<file path="src/hw/rtl/cartridge_bank_mapper_top_defines.svh">
// assertion macros for the cartridge bank mapper
`ifndef CARTRIDGE_BANK_MAPPER_TOP_DEFINES_SVH
`define CARTRIDGE_BANK_MAPPER_TOP_DEFINES_SVH

// same-cycle implication, checked outside reset
`define CBM_ASSERT_NOW(lbl, clk, rst_n, ante, cons, msg) \
    lbl: assert property (@(posedge clk) disable iff (!(rst_n)) (ante) |-> (cons)) \
        else $error(msg);

// next-cycle implication, checked outside reset
`define CBM_ASSERT_NEXT(lbl, clk, rst_n, ante, cons, msg) \
    lbl: assert property (@(posedge clk) disable iff (!(rst_n)) (ante) |=> (cons)) \
        else $error(msg);

`endif

</file>
<file path="src/hw/rtl/cbm_pkg.sv">
`timescale 1ns / 1ps

package cbm_pkg;

    // cartridge ram size in bytes, a power of two
    localparam int RAM_BYTES = 32768;
    localparam int RAM_AW    = $clog2(RAM_BYTES);

    localparam int ROM_AW  = 23;
    localparam int RMASK_W = 15;
    localparam int QDEPTH  = 2;
    localparam int QCNT_W  = $clog2(QDEPTH + 1);

    // access kinds
    localparam logic KIND_READ  = 1'b0;
    localparam logic KIND_WRITE = 1'b1;

    // bus regions
    localparam logic [15:0] ADDR_RAMEN_LO = 16'h0000;
    localparam logic [15:0] ADDR_RAMEN_HI = 16'h1FFF;
    localparam logic [15:0] ADDR_BANKL_LO = 16'h2000;
    localparam logic [15:0] ADDR_BANKL_HI = 16'h2FFF;
    localparam logic [15:0] ADDR_BANKH_LO = 16'h3000;
    localparam logic [15:0] ADDR_BANKH_HI = 16'h3FFF;
    localparam logic [15:0] ADDR_RAMBK_LO = 16'h4000;
    localparam logic [15:0] ADDR_RAMBK_HI = 16'h5FFF;
    localparam logic [15:0] ADDR_ROM0_LO  = 16'h0000;
    localparam logic [15:0] ADDR_ROM0_HI  = 16'h3FFF;
    localparam logic [15:0] ADDR_ROMX_LO  = 16'h4000;
    localparam logic [15:0] ADDR_ROMX_HI  = 16'h7FFF;
    localparam logic [15:0] ADDR_XRAM_LO  = 16'hA000;
    localparam logic [15:0] ADDR_XRAM_HI  = 16'hBFFF;

    localparam logic [7:0] OPEN_BUS    = 8'hFF;
    localparam logic [3:0] RAM_EN_KEY  = 4'hA;

    // configuration register indexes
    localparam logic REG_ROM_MASK = 1'b0;
    localparam logic REG_RAM_MASK = 1'b1;

    localparam logic [ROM_AW-1:0]  ROM_MASK_RST = 23'h007FFF;
    localparam logic [RMASK_W-1:0] RAM_MASK_RST = 15'h7FFF;

    // one classified access, handed from front to back
    typedef struct packed {
        logic              ram_read;
        logic              ram_write;
        logic [RAM_AW-1:0] ram_idx;
        logic [7:0]        wdata;
        logic [7:0]        rd_const;
        logic              rom_fetch;
        logic [ROM_AW-1:0] rom_address;
    } t_op;

    typedef struct packed {
        logic              full;
        logic              empty;
        logic [QCNT_W-1:0] count;
    } t_q_stat;

    typedef struct packed {
        logic clearing;
    } t_back_stat;

endpackage

</file>
<file path="src/hw/rtl/cbm_queue.sv">
`timescale 1ns / 1ps

module cbm_queue
    import cbm_pkg::*;
(
    input  logic    i_clk,
    input  logic    i_rst_n,
    input  logic    i_push,
    input  t_op     i_op,
    input  logic    i_pop,
    output t_op     o_op,
    output t_q_stat o_stat
);

    localparam int PW = $clog2(QDEPTH);

    t_op               r_slot [QDEPTH];
    logic [PW-1:0]     r_wp;
    logic [PW-1:0]     r_rp;
    logic [QCNT_W-1:0] r_cnt;
    logic [PW-1:0]     n_wp;
    logic [PW-1:0]     n_rp;
    logic [QCNT_W-1:0] n_cnt;

    assign o_op         = r_slot[r_rp];
    assign o_stat.full  = (r_cnt == QCNT_W'(QDEPTH));
    assign o_stat.empty = (r_cnt == '0);
    assign o_stat.count = r_cnt;

    // pointer and fill count update
    always_comb begin
        n_wp  = r_wp;
        n_rp  = r_rp;
        n_cnt = r_cnt;
        if (i_push) begin
            n_wp = (r_wp == PW'(QDEPTH - 1)) ? '0 : r_wp + 1'b1;
        end
        if (i_pop) begin
            n_rp = (r_rp == PW'(QDEPTH - 1)) ? '0 : r_rp + 1'b1;
        end
        if (i_push && !i_pop) begin
            n_cnt = r_cnt + 1'b1;
        end else if (!i_push && i_pop) begin
            n_cnt = r_cnt - 1'b1;
        end
    end

    always_ff @(posedge i_clk) begin
        if (!i_rst_n) begin
            r_wp  <= '0;
            r_rp  <= '0;
            r_cnt <= '0;
        end else begin
            r_wp  <= n_wp;
            r_rp  <= n_rp;
            r_cnt <= n_cnt;
        end
    end

    // slot storage
    always_ff @(posedge i_clk) begin
        if (i_push) begin
            r_slot[r_wp] <= i_op;
        end
    end

endmodule

</file>
<file path="config.mk">
export PLATFORM = sky130hd
export DESIGN_NAME = cbm_queue
export DESIGN_NICKNAME = d
export VERILOG_FILES = /design/src/hw/rtl/cartridge_bank_mapper_top_defines.svh /design/src/hw/rtl/cbm_pkg.sv /design/src/hw/rtl/cbm_queue.sv
export SDC_FILE = /design/constraint.sdc
export NUM_CORES = 1
export LEC_CHECK = 0
export BUFFER_PORTS_ARGS = -buffer_cell sky130_fd_sc_hd__buf_2
export CAP_MARGIN = 30
export CORE_MARGIN = 3
export CORE_UTILIZATION = 45
export CTS_CLUSTER_SIZE = 28
export DETAILED_ROUTE_END_ITERATION = 10
export GPL_TIMING_DRIVEN = 0
export PLACE_DENSITY = 0.72
export SLEW_MARGIN = 30
export SYNTH_ARGS = -nofsm -noshare
export SYNTH_HDL_FRONTEND = slang
export SYNTH_SLANG_ARGS = --single-unit
</file>
<file path="constraint.sdc">
create_clock -name i_clk -period 4.5 [get_ports i_clk]
set_clock_uncertainty 0.15 [all_clocks]
set_input_delay 0.675 -clock i_clk [delete_from_list [all_inputs] [get_ports i_clk]]
set_output_delay 0.675 -clock i_clk [all_outputs]
set_load 0.02 [all_outputs]
</file>
Yosys cells after proc, flatten, opt, wreduce, memory -nomap -nowiden
Memories as Yosys holds them, arrays and structs flattened. A register that Yosys moved wholly into a read port is not among the register bits.
Cells that the tools add are included.
{"block": "totals", "reg_bits": 4, "mem_bits_rw": 114, "input_bits": 61, "elab_cells": 23, "memories": 1}
{"block": "classes", "add_sub_neg": 4, "n_eq_ne": 1, "mux": 8, "reduce_logical": 6}
{"memory": "r_slot", "depth": 2, "width": 57, "rd": 1, "rd_ports_with_merged_regs": 1, "write_ports": 1, "line_no": "cbm_queue.sv:17", "rtl": "t_op r_slot [QDEPTH];"}
{"op": "$mux 1", "count": 6}
{"op": "$mux 2", "count": 2}
{"op": "$add 1x1->1 const B", "count": 2}
{"op": "$add 2x1->2 const B", "count": 1}
{"op": "$eq 2x2->1 const B", "count": 1}
{"op": "$logic_and 1x1->1", "count": 2}
{"op": "$logic_not 1->1", "count": 2}
{"op": "$logic_not 2->1", "count": 1}
{"op": "$reduce_bool 2->1", "count": 1}
{"op": "$sub 2x1->2 const B", "count": 1}

Logic depth before layout (Yosys ltp)
{"block": "logic_depth", "depth_word": 4, "depth_mapped": 5, "mapped_depth_nobuf": 5}

Worst setup path after synthesis
OpenSTA, ideal clock, no wires.
{"block": "synth_path", "path_kind": "input to register", "from": "in i_push", "to": "mem r_slot[0][0] in the netlist's numbering, enable pin", "arrival_ns": 3.221, "required_time_ns": 3.870, "slack_ns": 0.649, "path_stages": 1, "cell_sequence": "nor2b_1"}
{"block": "synth_via", "elab_chain_cells": 2}
{"element": "start, declared", "line_no": "cbm_queue.sv:8", "rtl": "input logic i_push,"}
{"element": "$mux 1", "line_no": "cbm_queue.sv:62", "rtl": "if (i_push) begin"}
{"element": "$mux 1 (implied by the code)", "line_no": "cbm_queue.sv:63", "rtl": "r_slot[r_wp] <= i_op;"}
{"element": "end, declared", "line_no": "cbm_queue.sv:17"}
Every way passes these cells.

==> flow_summary.json <==
{
  "reg2reg_to": "r_slot[1][5]$_DFFE_PP_",
  "wl_met1_um": 3080,
  "powerDensity_nw_per_um2": 480.9,
  "cp_max_fo": 10,
  "min_period_ns": 2.555,
  "ios": 122,
  "cts.clk_slew.worst_paths_ns": 0.06,
  "hpwl_um": 5093,
  "wl_met3_um": 534,
  "placed_cells": 453,
  "cts.sinks": 119,
  "antenna_found_initial": 0,
  "fp.coreArea_sq_um": 9284,
  "final_cell_mix": "buf_2 (123), edfxtp_1 (114), mux2_2 (57), clkbuf_16 (16), clkinvlp_4 (7)",
  "drive_above_1_share": 0.6236,
  "regToRegSetupSlack_ns": 2.94,
  "path_class": "flop to output port",
  "syn_inst": 199,
  "hold_viol": 0,
  "drt-vias-per-instance": 4.713,
  "htreeDepth": 4,
  "cts_buffers": 17,
  "design_area_sq_um": 5736,
  "endpoint_kind": "output port",
  "tritoncts": "built",
  "leakage_nw": 2.182,
  "layout_commonest_cell": "buf_2",
  "worst_pin_slew_ns": 0.4281,
  "finalNonFillerCells": 485,
  "slew_headroom": 0.7146,
  "wl_um": 7604,
  "routedWlPerCell_um": 15.68,
  "slowest_delay_ns": 0.35,
  "wl_met2_um": 3920,
  "drv_cap": 0,
  "clock_latency_ns": 0.49,
  "crit_chain": "buf_4, buf_6, mux2_2, buf_2",
  "reg2reg_depth": 2,
  "synthDistinctLibCells": 18,
  "ys_warn_count": 0,
  "drt_iter0_markers": 85,
  "r2r-start": "r_wp$_SDFFE_PN0P_",
  "grt_pass1_wl_um": 12450,
  "power.ir.vdd_worst_mv": 0.2384,
  "seq_area_frac_synth": 0.8127,
  "grt.overflow.total": 0,
  "fin_crit_sh": 0.5678,
  "placed_area_sq_um": 5215,
  "gp_congestion": 0.6850,
  "antenna_left": 0,
  "drc": 0,
  "cp-endpoint": "o_op[19]",
  "synth_nets": 261,
  "start_util": 0.4670,
  "rsz0062_at_grt": "no",
  "worstPathRequired_ns": 3.67,
  "timing.fmax_ghz": 0.3914,
  "dr.max_layer_used": "met4",
  "portBuffers": 121,
  "antenna_cells": 0,
  "setup_viol": 0,
  "ys_ff_latch": 119,
  "grt_max_degree": 30,
  "grt_pass1_vias": 2534,
  "worst_setup_path_start_kind": "flop",
  "nets": 405,
  "num_rows": 35,
  "fin_tns_setup_ns": 0,
  "cts_max_path_buffers": 2,
  "cts_setup_buffers": 0,
  "fin_util": 0.6178,
  "dr.pass1.iters": 4,
  "cts_root_buffer": "clkbuf_8",
  "syn_avg_cell_area_sq_um": 21.79,
  "die_w_um": 104.2,
  "track_usage": 0.1502,
  "dieHeight_um": 104.2,
  "slowest_stage": "mux2_2",
  "synth_area_sq_um": 4335,
  "drv_slew": 0,
  "hp-class": "input port to flop",
  "status": "finished, final reports clean",
  "area_growth_syn_to_layout_pct": 32.29,
  "cts-resized-gates": 0,
  "vias": 2286,
  "die-area_sq_um": 10850,
  "crit_arrival_ns": 1.73,
  "ctsHoldBuffers": 0
}
[worst min path at each step]
stage / startpoint / end / slack [ns] / cells past startpoint
2_1_floorplan: r_rp$_SDFFE_PN0P_ / flop / 0.40 / 2
3_3_place_gp: r_cnt[1]$_SDFFE_PN0P_ / r_cnt[1]$_SDFFE_PN0P_ / 0.34 / 2
3_5_place_dp: r_cnt[1]$_SDFFE_PN0P_ / r_cnt[1]$_SDFFE_PN0P_ / 0.37 / 2
4_1_cts: i_op[3] / r_slot[1][3]$_DFFE_PP_ / 0.19 / 1
5_1_grt: i_op[13] / r_slot[0][13]$_DFFE_PP_ / 0.19 / 1
6_report: i_op[39] / r_slot[1][39]$_DFFE_PP_ / 0.22 / 1
[routing by layer]
layer | global-route usage | up-vias
met2 | 0.2577 | 81
met5 | 0 | -
li1 | - | 1078
met1 | 0.1689 | 1119
met3 | 0.06145 | 8
met4 | 0.05413 | 0
[critical path, delay by kind of cell (launching register included)]
| kind | cells | cell delay, ns |
|---|---|---|
| buffers and inverters | 3 | 0.56 |
| multiplexers | 1 | 0.35 |
| flip-flops | 1 | 0.34 |
[power breakdown]
group | total, mW | internal (mW) | switching, mW
Clock | 1.15 | 0.674 | 0.473
Combinational | 0.315 | 0.138 | 0.177
Sequential | 1.30 | 1.28 | 0.0158
Total | 2.76 | 2.09 | 0.666
[Yosys cell counts]
cell      instances  share of area
mux2_2           57           0.15
nor2_1            1        0.00086
buf_4             1         0.0017
and2_1            4         0.0058
buf_6             3         0.0078
o21a_1            1         0.0017
buf_2             2         0.0023
ha_1              1         0.0029
xnor2_1           1         0.0020
dfxtp_1           5          0.023
nor2b_1           2         0.0029
a21boi_1          1         0.0017
xor2_1            2         0.0040
o21ai_0           1         0.0012
edfxtp_1        114           0.79
and2b_2           1         0.0020
inv_1             1        0.00086
or3_1             1         0.0014
[area by class of cell]
type / instances / area [sq um]
plain buffers: 6 / 51.30
clock inverters: 15 / 106.4
fillers: 740 / 3548
clock buffers: 17 / 414.1
repair buffers: 125 / 708.2
flip-flops and latches: 119 / 3523
multi-input cells: 73 / 767.0
inverters: 1 / 3.754
well taps: 129 / 161.4
[flip-flops by register name, indices dropped and copies added (netlist names), named ones only]
register,count
r_slot,114
r_cnt,2
r_rp,1
r_wp,1
[through the flow]
| step | power (mW) | hold slack [ns] | setup WS (ns) |
|---|---|---|---|
| 6_report | 2.758 | 0.2234 | 1.945 |
| 5_1_grt | 2.869 | 0.1901 | 1.817 |
| 4_1_cts | 2.795 | 0.1894 | 1.895 |
| 3_5_place_dp | 1.638 | 0.3700 | 2.427 |
| 3_3_place_gp | 1.619 | 0.3410 | -0.9740 |
| 2_1_floorplan | 1.512 | 0.4046 | 0.6488 |
[kinds of logic (layout without fill, tap and decap cells)]
logic type,after synthesis,count (layout),share of synthesized area
AOI/OAI and AO/OA,3,3,0.004618
xor gates and xnor gates,3,3,0.006062
adders and majority gates,1,1,0.002886
buffers and inverters,7,164,0.01270
DFF,119,119,0.8127
muxes,57,57,0.1481
and+or+nand+nor,9,9,0.01299
Power figures use the tool's default switching activity.
