File: src/hw/rtl/cartridge_bank_mapper_top_defines.svh
// assertion macros for the cartridge bank mapper
`ifndef CARTRIDGE_BANK_MAPPER_TOP_DEFINES_SVH
`define CARTRIDGE_BANK_MAPPER_TOP_DEFINES_SVH

// same-cycle implication, checked outside reset
`define CBM_ASSERT_NOW(lbl, clk, rst_n, ante, cons, msg) \
    lbl: assert property (@(posedge clk) disable iff (!(rst_n)) (ante) |-> (cons)) \
        else $error(msg);

// next-cycle implication, checked outside reset
`define CBM_ASSERT_NEXT(lbl, clk, rst_n, ante, cons, msg) \
    lbl: assert property (@(posedge clk) disable iff (!(rst_n)) (ante) |=> (cons)) \
        else $error(msg);

`endif

File: src/hw/rtl/cbm_pkg.sv
`timescale 1ns / 1ps

package cbm_pkg;

    // cartridge ram size in bytes, a power of two
    localparam int RAM_BYTES = 32768;
    localparam int RAM_AW    = $clog2(RAM_BYTES);

    localparam int ROM_AW  = 23;
    localparam int RMASK_W = 15;
    localparam int QDEPTH  = 2;
    localparam int QCNT_W  = $clog2(QDEPTH + 1);

    // access kinds
    localparam logic KIND_READ  = 1'b0;
    localparam logic KIND_WRITE = 1'b1;

    // bus regions
    localparam logic [15:0] ADDR_RAMEN_LO = 16'h0000;
    localparam logic [15:0] ADDR_RAMEN_HI = 16'h1FFF;
    localparam logic [15:0] ADDR_BANKL_LO = 16'h2000;
    localparam logic [15:0] ADDR_BANKL_HI = 16'h2FFF;
    localparam logic [15:0] ADDR_BANKH_LO = 16'h3000;
    localparam logic [15:0] ADDR_BANKH_HI = 16'h3FFF;
    localparam logic [15:0] ADDR_RAMBK_LO = 16'h4000;
    localparam logic [15:0] ADDR_RAMBK_HI = 16'h5FFF;
    localparam logic [15:0] ADDR_ROM0_LO  = 16'h0000;
    localparam logic [15:0] ADDR_ROM0_HI  = 16'h3FFF;
    localparam logic [15:0] ADDR_ROMX_LO  = 16'h4000;
    localparam logic [15:0] ADDR_ROMX_HI  = 16'h7FFF;
    localparam logic [15:0] ADDR_XRAM_LO  = 16'hA000;
    localparam logic [15:0] ADDR_XRAM_HI  = 16'hBFFF;

    localparam logic [7:0] OPEN_BUS    = 8'hFF;
    localparam logic [3:0] RAM_EN_KEY  = 4'hA;

    // configuration register indexes
    localparam logic REG_ROM_MASK = 1'b0;
    localparam logic REG_RAM_MASK = 1'b1;

    localparam logic [ROM_AW-1:0]  ROM_MASK_RST = 23'h007FFF;
    localparam logic [RMASK_W-1:0] RAM_MASK_RST = 15'h7FFF;

    // one classified access, handed from front to back
    typedef struct packed {
        logic              ram_read;
        logic              ram_write;
        logic [RAM_AW-1:0] ram_idx;
        logic [7:0]        wdata;
        logic [7:0]        rd_const;
        logic              rom_fetch;
        logic [ROM_AW-1:0] rom_address;
    } t_op;

    typedef struct packed {
        logic              full;
        logic              empty;
        logic [QCNT_W-1:0] count;
    } t_q_stat;

    typedef struct packed {
        logic clearing;
    } t_back_stat;

endpackage

File: src/hw/rtl/cbm_if.sv
`timescale 1ns / 1ps

// bus access word
interface cbm_req_if;
    logic        valid;
    logic        ready;
    logic        kind;
    logic [15:0] bus_address;
    logic [7:0]  write_data;

    modport source (output valid, kind, bus_address, write_data, input ready);
    modport sink   (input valid, kind, bus_address, write_data, output ready);
endinterface


File: src/hw/rtl/cbm_front.sv
`timescale 1ns / 1ps

module cbm_front
    import cbm_pkg::*;
(
    input  logic               i_clk,
    input  logic               i_rst_n,
    cbm_req_if.sink            i_req,
    input  logic [ROM_AW-1:0]  i_rom_mask,
    input  logic [RMASK_W-1:0] i_ram_mask,
    input  t_q_stat            i_q_stat,
    input  t_back_stat         i_back_stat,
    output logic               o_push,
    output t_op                o_op
);

    logic       r_ram_en;
    logic [7:0] r_bank_lo;
    logic       r_bank_hi;
    logic [3:0] r_xram_page;
    logic       n_ram_en;
    logic [7:0] n_bank_lo;
    logic       n_bank_hi;
    logic [3:0] n_xram_page;

    logic [RMASK_W-1:0] ram_off;
    logic               accept;

    // take a word when the queue has room and the ram is not being cleared
    assign i_req.ready = !i_q_stat.full && !i_back_stat.clearing;
    assign accept      = i_req.valid && i_req.ready;
    assign o_push      = accept;

    // bank number times 0x2000 plus offset, masked to the ram size
    assign ram_off = {r_xram_page[1:0], i_req.bus_address[12:0]} & i_ram_mask;

    // classify the access
    always_comb begin
        o_op             = '0;
        o_op.ram_idx     = RAM_AW'(ram_off);
        o_op.wdata       = i_req.write_data;
        if (i_req.kind == KIND_READ) begin
            case (i_req.bus_address) inside
                [ADDR_ROM0_LO:ADDR_ROM0_HI]: begin
                    o_op.rom_fetch   = 1'b1;
                    o_op.rom_address = {9'd0, i_req.bus_address[13:0]} & i_rom_mask;
                end
                [ADDR_ROMX_LO:ADDR_ROMX_HI]: begin
                    o_op.rom_fetch   = 1'b1;
                    o_op.rom_address = {r_bank_hi, r_bank_lo, i_req.bus_address[13:0]}
                                       & i_rom_mask;
                end
                [ADDR_XRAM_LO:ADDR_XRAM_HI]: begin
                    o_op.ram_read = r_ram_en;
                    o_op.rd_const = r_ram_en ? 8'd0 : OPEN_BUS;
                end
                default: begin
                    o_op.rd_const = OPEN_BUS;
                end
            endcase
        end else begin
            case (i_req.bus_address) inside
                [ADDR_XRAM_LO:ADDR_XRAM_HI]: o_op.ram_write = r_ram_en;
                default:                     o_op.ram_write = 1'b0;
            endcase
        end
    end

    // mapper register writes
    always_comb begin
        n_ram_en    = r_ram_en;
        n_bank_lo   = r_bank_lo;
        n_bank_hi   = r_bank_hi;
        n_xram_page = r_xram_page;
        if (accept && i_req.kind == KIND_WRITE) begin
            case (i_req.bus_address) inside
                [ADDR_RAMEN_LO:ADDR_RAMEN_HI]:
                    n_ram_en = (i_req.write_data[3:0] == RAM_EN_KEY);
                [ADDR_BANKL_LO:ADDR_BANKL_HI]: n_bank_lo   = i_req.write_data;
                [ADDR_BANKH_LO:ADDR_BANKH_HI]: n_bank_hi   = i_req.write_data[0];
                [ADDR_RAMBK_LO:ADDR_RAMBK_HI]: n_xram_page = i_req.write_data[3:0];
                default: ;
            endcase
        end
    end

    always_ff @(posedge i_clk) begin
        if (!i_rst_n) begin
            r_ram_en    <= 1'b0;
            r_bank_lo   <= 8'd1;
            r_bank_hi   <= 1'b0;
            r_xram_page <= 4'd0;
        end else begin
            r_ram_en    <= n_ram_en;
            r_bank_lo   <= n_bank_lo;
            r_bank_hi   <= n_bank_hi;
            r_xram_page <= n_xram_page;
        end
    end

endmodule

File: src/flat_wrapper.sv
// flat-port wrapper written by rule: the top's interface ports become plain ports
module cbm_front_flat import cbm_pkg::*;
  (i_clk, i_rst_n, i_rom_mask, i_ram_mask, i_q_stat, i_back_stat, o_push, o_op, i_req_valid, i_req_kind, i_req_bus_address, i_req_write_data, i_req_ready);
  cbm_req_if i_req_i ();
  input  logic i_clk;
  input  logic i_rst_n;
  input  logic [ROM_AW-1:0] i_rom_mask;
  input  logic [RMASK_W-1:0] i_ram_mask;
  input  t_q_stat i_q_stat;
  input  t_back_stat i_back_stat;
  output logic o_push;
  output t_op o_op;
  input wire logic [$bits(i_req_i.valid)-1:0] i_req_valid;
  input wire logic [$bits(i_req_i.kind)-1:0] i_req_kind;
  input wire logic [$bits(i_req_i.bus_address)-1:0] i_req_bus_address;
  input wire logic [$bits(i_req_i.write_data)-1:0] i_req_write_data;
  output wire logic [$bits(i_req_i.ready)-1:0] i_req_ready;
  assign i_req_i.valid = i_req_valid;
  assign i_req_i.kind = i_req_kind;
  assign i_req_i.bus_address = i_req_bus_address;
  assign i_req_i.write_data = i_req_write_data;
  assign i_req_ready = i_req_i.ready;
  cbm_front u_core (.i_clk(i_clk), .i_rst_n(i_rst_n), .i_req(i_req_i), .i_rom_mask(i_rom_mask), .i_ram_mask(i_ram_mask), .i_q_stat(i_q_stat), .i_back_stat(i_back_stat), .o_push(o_push), .o_op(o_op));
endmodule
File: config.mk
export PLATFORM = sky130hd
export DESIGN_NAME = cbm_front_flat
export DESIGN_NICKNAME = d
export VERILOG_FILES = /design/src/hw/rtl/cartridge_bank_mapper_top_defines.svh /design/src/hw/rtl/cbm_pkg.sv /design/src/hw/rtl/cbm_if.sv /design/src/hw/rtl/cbm_front.sv /design/src/flat_wrapper.sv
export SDC_FILE = /design/constraint.sdc
export NUM_CORES = 1
export LEC_CHECK = 0
export BUFFER_PORTS_ARGS = -buffer_cell sky130_fd_sc_hd__buf_2
export CORE_ASPECT_RATIO = 1.4
export CORE_UTILIZATION = 33
export DETAILED_ROUTE_END_ITERATION = 8
export PLACE_DENSITY = 0.86
export SYNTH_ARGS = -nofsm -noshare
export SYNTH_HDL_FRONTEND = slang
export SYNTH_SLANG_ARGS = --single-unit
File: constraint.sdc
create_clock -name i_clk -period 2.15 [get_ports i_clk]
set_input_delay 0.1075 -clock i_clk [delete_from_list [all_inputs] [get_ports i_clk]]
set_output_delay 0.1075 -clock i_clk [all_outputs]
set_load 0.02 [all_outputs]
# Word-level counts from Yosys, hierarchy flattened
# Index checks and enable logic that the tools add are counted.
# Widths: inputs -> output; s select.
[op_classes] order_cmp=11 n_eq_ne=1 n_mux=12 bitwise=6 n_reduce_logical=16
[ops] op="$mux 24" n=2
[ops] op="$ge 16x14->1 const B" n=2
[ops] op="$le 16x14->1 const B" n=2
[ops] op="$le 16x15->1 const B" n=2
[ops] op="$mux 32" n=1
[ops] op="$mux 8" n=4
[ops] op="$and 14x23->23" n=1
[ops] op="$and 23x23->23" n=1
[ops] op="$ge 16x1->1 const B" n=1
[ops] op="$ge 16x15->1 const B" n=1
[ops] op="$ge 16x16->1 const B" n=1
[ops] op="$le 16x13->1 const B" n=1
[ops] op="$le 16x16->1 const B" n=1
[ops] op="$and 15x15->15" n=1
[ops] op="$logic_and 1x1->1" n=10
[ops] op="$mux 1" n=5
[ops] op="$reduce_and 5->1" n=1
[ops] op="$eq 4x4->1 const B" n=1
[ops] op="$reduce_and 4->1" n=1
[ops] op="$not 1->1" n=3
[ops] op="$reduce_and 3->1" n=1
[ops] op="$logic_not 1->1" n=2
[ops] op="$reduce_and 2->1" n=1
[word_totals] reg_bits=12 inputBits=71 out_inout_bits=59 wordCells=50

# Depth between registers and ports, before layout
[logic_depth] word_depth=6 mapped_depth=4 mapped_depth_nobuf=4

# Worst setup path after synthesis
# Ideal clock, no wire load.
[synth_timing] kind="register to output" start="register u_core.r_ram_en" end="output port o_op[25] (netlist name)" t_arrival_ps=1655 required_time_ps=2043 path_slack_ps=387 stages_incl_launch_ff=4 path_buffers=1 cell_sequence="dfxtp_1 -> and3b_1 -> nor3b_1 -> buf_4"
[synth_lines] element="start: declaration" line_no="cbm_front.sv:17" text="logic r_ram_en;"
[synth_lines] element="start signal: assignment" line_no="cbm_front.sv:94" text="r_ram_en <= n_ram_en;"
[synth_lines] element="end: declaration" line_no="flat_wrapper.sv:12" text="output t_op o_op;"

==> metrics.txt <==
Buf+Inv Stages, Crit Path 1; Post-Syn Instances 120; chip width approximately 47 um; Area Overhead vs Synth 61.76%; maxcap violations 0; drt first pass iters 4; Ant. Diodes 0; Final period util 76.49%; highest clock rate slightly above 600 MHz; Starting Density 35.05%; clock tree from TritonCTS yes; RSZ-0062 raised after global routing no; GRT Max-Usage Layer met2; CP Max Fanout 8; clock power share about a quarter; Slew @ Worst Pin between 0.5 and 0.6 ns; initial antenna violation count 0; Final setup viols 0; clock tree buffer depth 2; global-route wire length before repair ~4300 um; non-filler cells, final around 270; worst-path cell chain and3b_1 > nor3b_1 > buf_2; HP Class primary input to register; Area contributors post-synth dfxtp_1 (26%), and3_1 (16%), mux2i_1 (13%); Arrival @ worst endpoint 1.54 ns; Synth Area per Inst 7.799 sq um; initial drt markers 13; Comb pwr share a little over a third; Vias 1,227; syn_nets approximately 190; global-route usage over all layers just under 20%; sw frac between 30% and 40%; Relative slew margins 61.61%; Clk pin slew, worst setup/hold paths about 0.070 ns; Final Hold Vio Count 0; vias in the first global route about 1,100; Hold-fix buffers, CTS 0; WP data required just over 2 ns; fin crit period 1.644 ns; Post-Syn Area between 900 and 1000 sq um; Internal between 0.0003 and 0.0004 W; met2 usage 37.15%; Peak VDD IR 0.2949 mV; Die ar. 3056 sq um; DRC viols 0; Yosys warnings 0; Routability Congestion 0.6899; Vias per Instance ~4.6; final worst slack 0.5055 ns; area share of the largest cell type after synthesis about a quarter; Clock Latency Late Sink around 0.26 ns; met1 Usage GRT ~16%; number of synthesized register bits 12; IO buf count ~130; DIE HEIGHT 65.01 um; wire length per cell ~12 um; I/O Pins 130; CTS Root Cell clkbuf_4; CP Launch Type register; global route overflow 0; Cell Pwr Density between 300 and 400 nW/um^2; Seq/Total Area, Yosys approximately a quarter; Placed Cells between 200 and 300; Crit Path Class register to primary output; switching power around 0.00018 W; HPWL Detailed approximately 2700 um; Rows 22; H-tree depth 1; ANT nets after route 0; final net count between 300 and 400; Inserted Clock Buffers 3; cts repair resizes 0; Final Slew Violations 0; Distinct cells, synth 21; DRT Wirelength roughly 3200 um; GR Layer Usage met3 ~8.1%; Post CTS Setup Buffer Count 0; Worst Setup End Kind primary output; pin count of the biggest net entering global routing 23; WHS ~0.087 ns; largest area contributor in the netlist dfxtp_1; ratio of cells with drive above 1 in the final layout 57.58%; DP Worst Slack slightly below 0.7 ns; skew final 0 ns; CTS sink count 12; outcome finished, final reports clean; slowest CP cell nor3b_1; Pleak roughly 1 nW; register share of total power approximately two fifths; total negative setup slack 0 ns; CP top delay family simple AND/OR/NAND/NOR gates; core box area 2670 sq um; max incr delay on CP around 0.49 ns
cell families (layout without fill, tap and decap cells):
family        Yosys count  count (layout)  synth area share [%]
flops                  12              12                 25.67
buf+inv                21             132                 14.44
mux                    12              12                 12.83
simple gates           75              75                 47.06
sequential cells by signal (all words and copies together), names as in the netlist:
register and flops:
u_core.r_bank_hi 1, u_core.r_bank_lo 8, u_core.r_ram_en 1, u_core.r_xram_page 2
path summary, 6_finish.rpt:
path                                    startpoint  depth (start not counted)                               end  slack [ns]
setup / recovery      u_core.r_ram_en$_SDFFE_PN0P_                          3                          o_op[25]        0.51
hold / removal                 i_req_write_data[6]                          3  u_core.r_bank_lo[6]$_SDFFE_PN0P_        0.09
setup reg to reg  u_core.r_bank_lo[5]$_SDFFE_PN0P_                          2  u_core.r_bank_lo[5]$_SDFFE_PN0P_        1.54
hold reg to reg   u_core.r_bank_lo[6]$_SDFFE_PN0P_                          2  u_core.r_bank_lo[6]$_SDFFE_PN0P_        0.45
routing by layer:
metal / wire [um] / part of all wire [%]
met1: 1081 / 34
met3: 455 / 14
met4: 47 / 1.5
met5: 0 / 0
met2: 1611 / 50
worst min-delay path, stage by stage:
cell     delay, ns
buf_2         0.10
nand2_1       0.05
mux2i_1       0.05
cell usage in the layout, fill, tap and decap left out:
cell type    n
nand3_1      1
mux2i_1     12
clkbuf_4     3
nand4_1      1
and2_1      15
or3b_4       1
nand4bb_1    1
nor2b_1      2
nor3_1       1
buf_2      126
and3_1      24
and3b_1      2
nor3b_1      2
buf_4        1
nand2_1     19
inv_2        1
nor3_4       1
inv_1        1
and2_0       1
dfxtp_1     12
nor2_1       3
nand3b_1     1
stage by stage:
step	utilization, %	power (W)	instance area (sq um)
6_report	56.70	0.0005549	1514
5_1_grt	56.70	0.0005887	1514
4_1_cts	56.70	0.0005604	1514
3_5_place_dp	55.86	0.0004278	1491
3_3_place_gp	55.86	0.0004257	1491
2_1_floorplan	-	0.0003389	935.9
power groups by stage:
stage | registers (W) | clock network [W] | logic (W)
finish | 0.000223 | 0.000133 | 0.000199
global route | 0.000223 | 0.000150 | 0.000216
CTS | 0.000223 | 0.000137 | 0.000201
detailed placement | 0.000228 | 0 | 0.000200
global placement | 0.000228 | 0 | 0.000198
floorplan | 0.000228 | 0 | 0.000111
synthesized netlist by cell type (all sizes together):
| master | instances |
|---|---|
| and3 | 24 |
| nand2 | 19 |
| and2 | 16 |
| buf | 15 |
| dfxtp | 12 |
| mux2i | 12 |
| clkbuf | 4 |
| nor2 | 3 |
| and3b | 2 |
| inv | 2 |
| nor2b | 2 |
| nor3 | 2 |
| nor3b | 2 |
| nand3 | 1 |
| nand3b | 1 |
| nand4 | 1 |
| nand4bb | 1 |
| or3b | 1 |
cell type report:
cell class / instances / area (sq um)
inverter: 2 / 7.507
sequential: 12 / 240.2
multi-input combinational: 87 / 560.5
tap: 36 / 45.04
fill: 279 / 1156
timing repair buffer: 127 / 638.1
clock buffer: 3 / 22.52
Note: power is estimated with default switching activity, not from simulation.
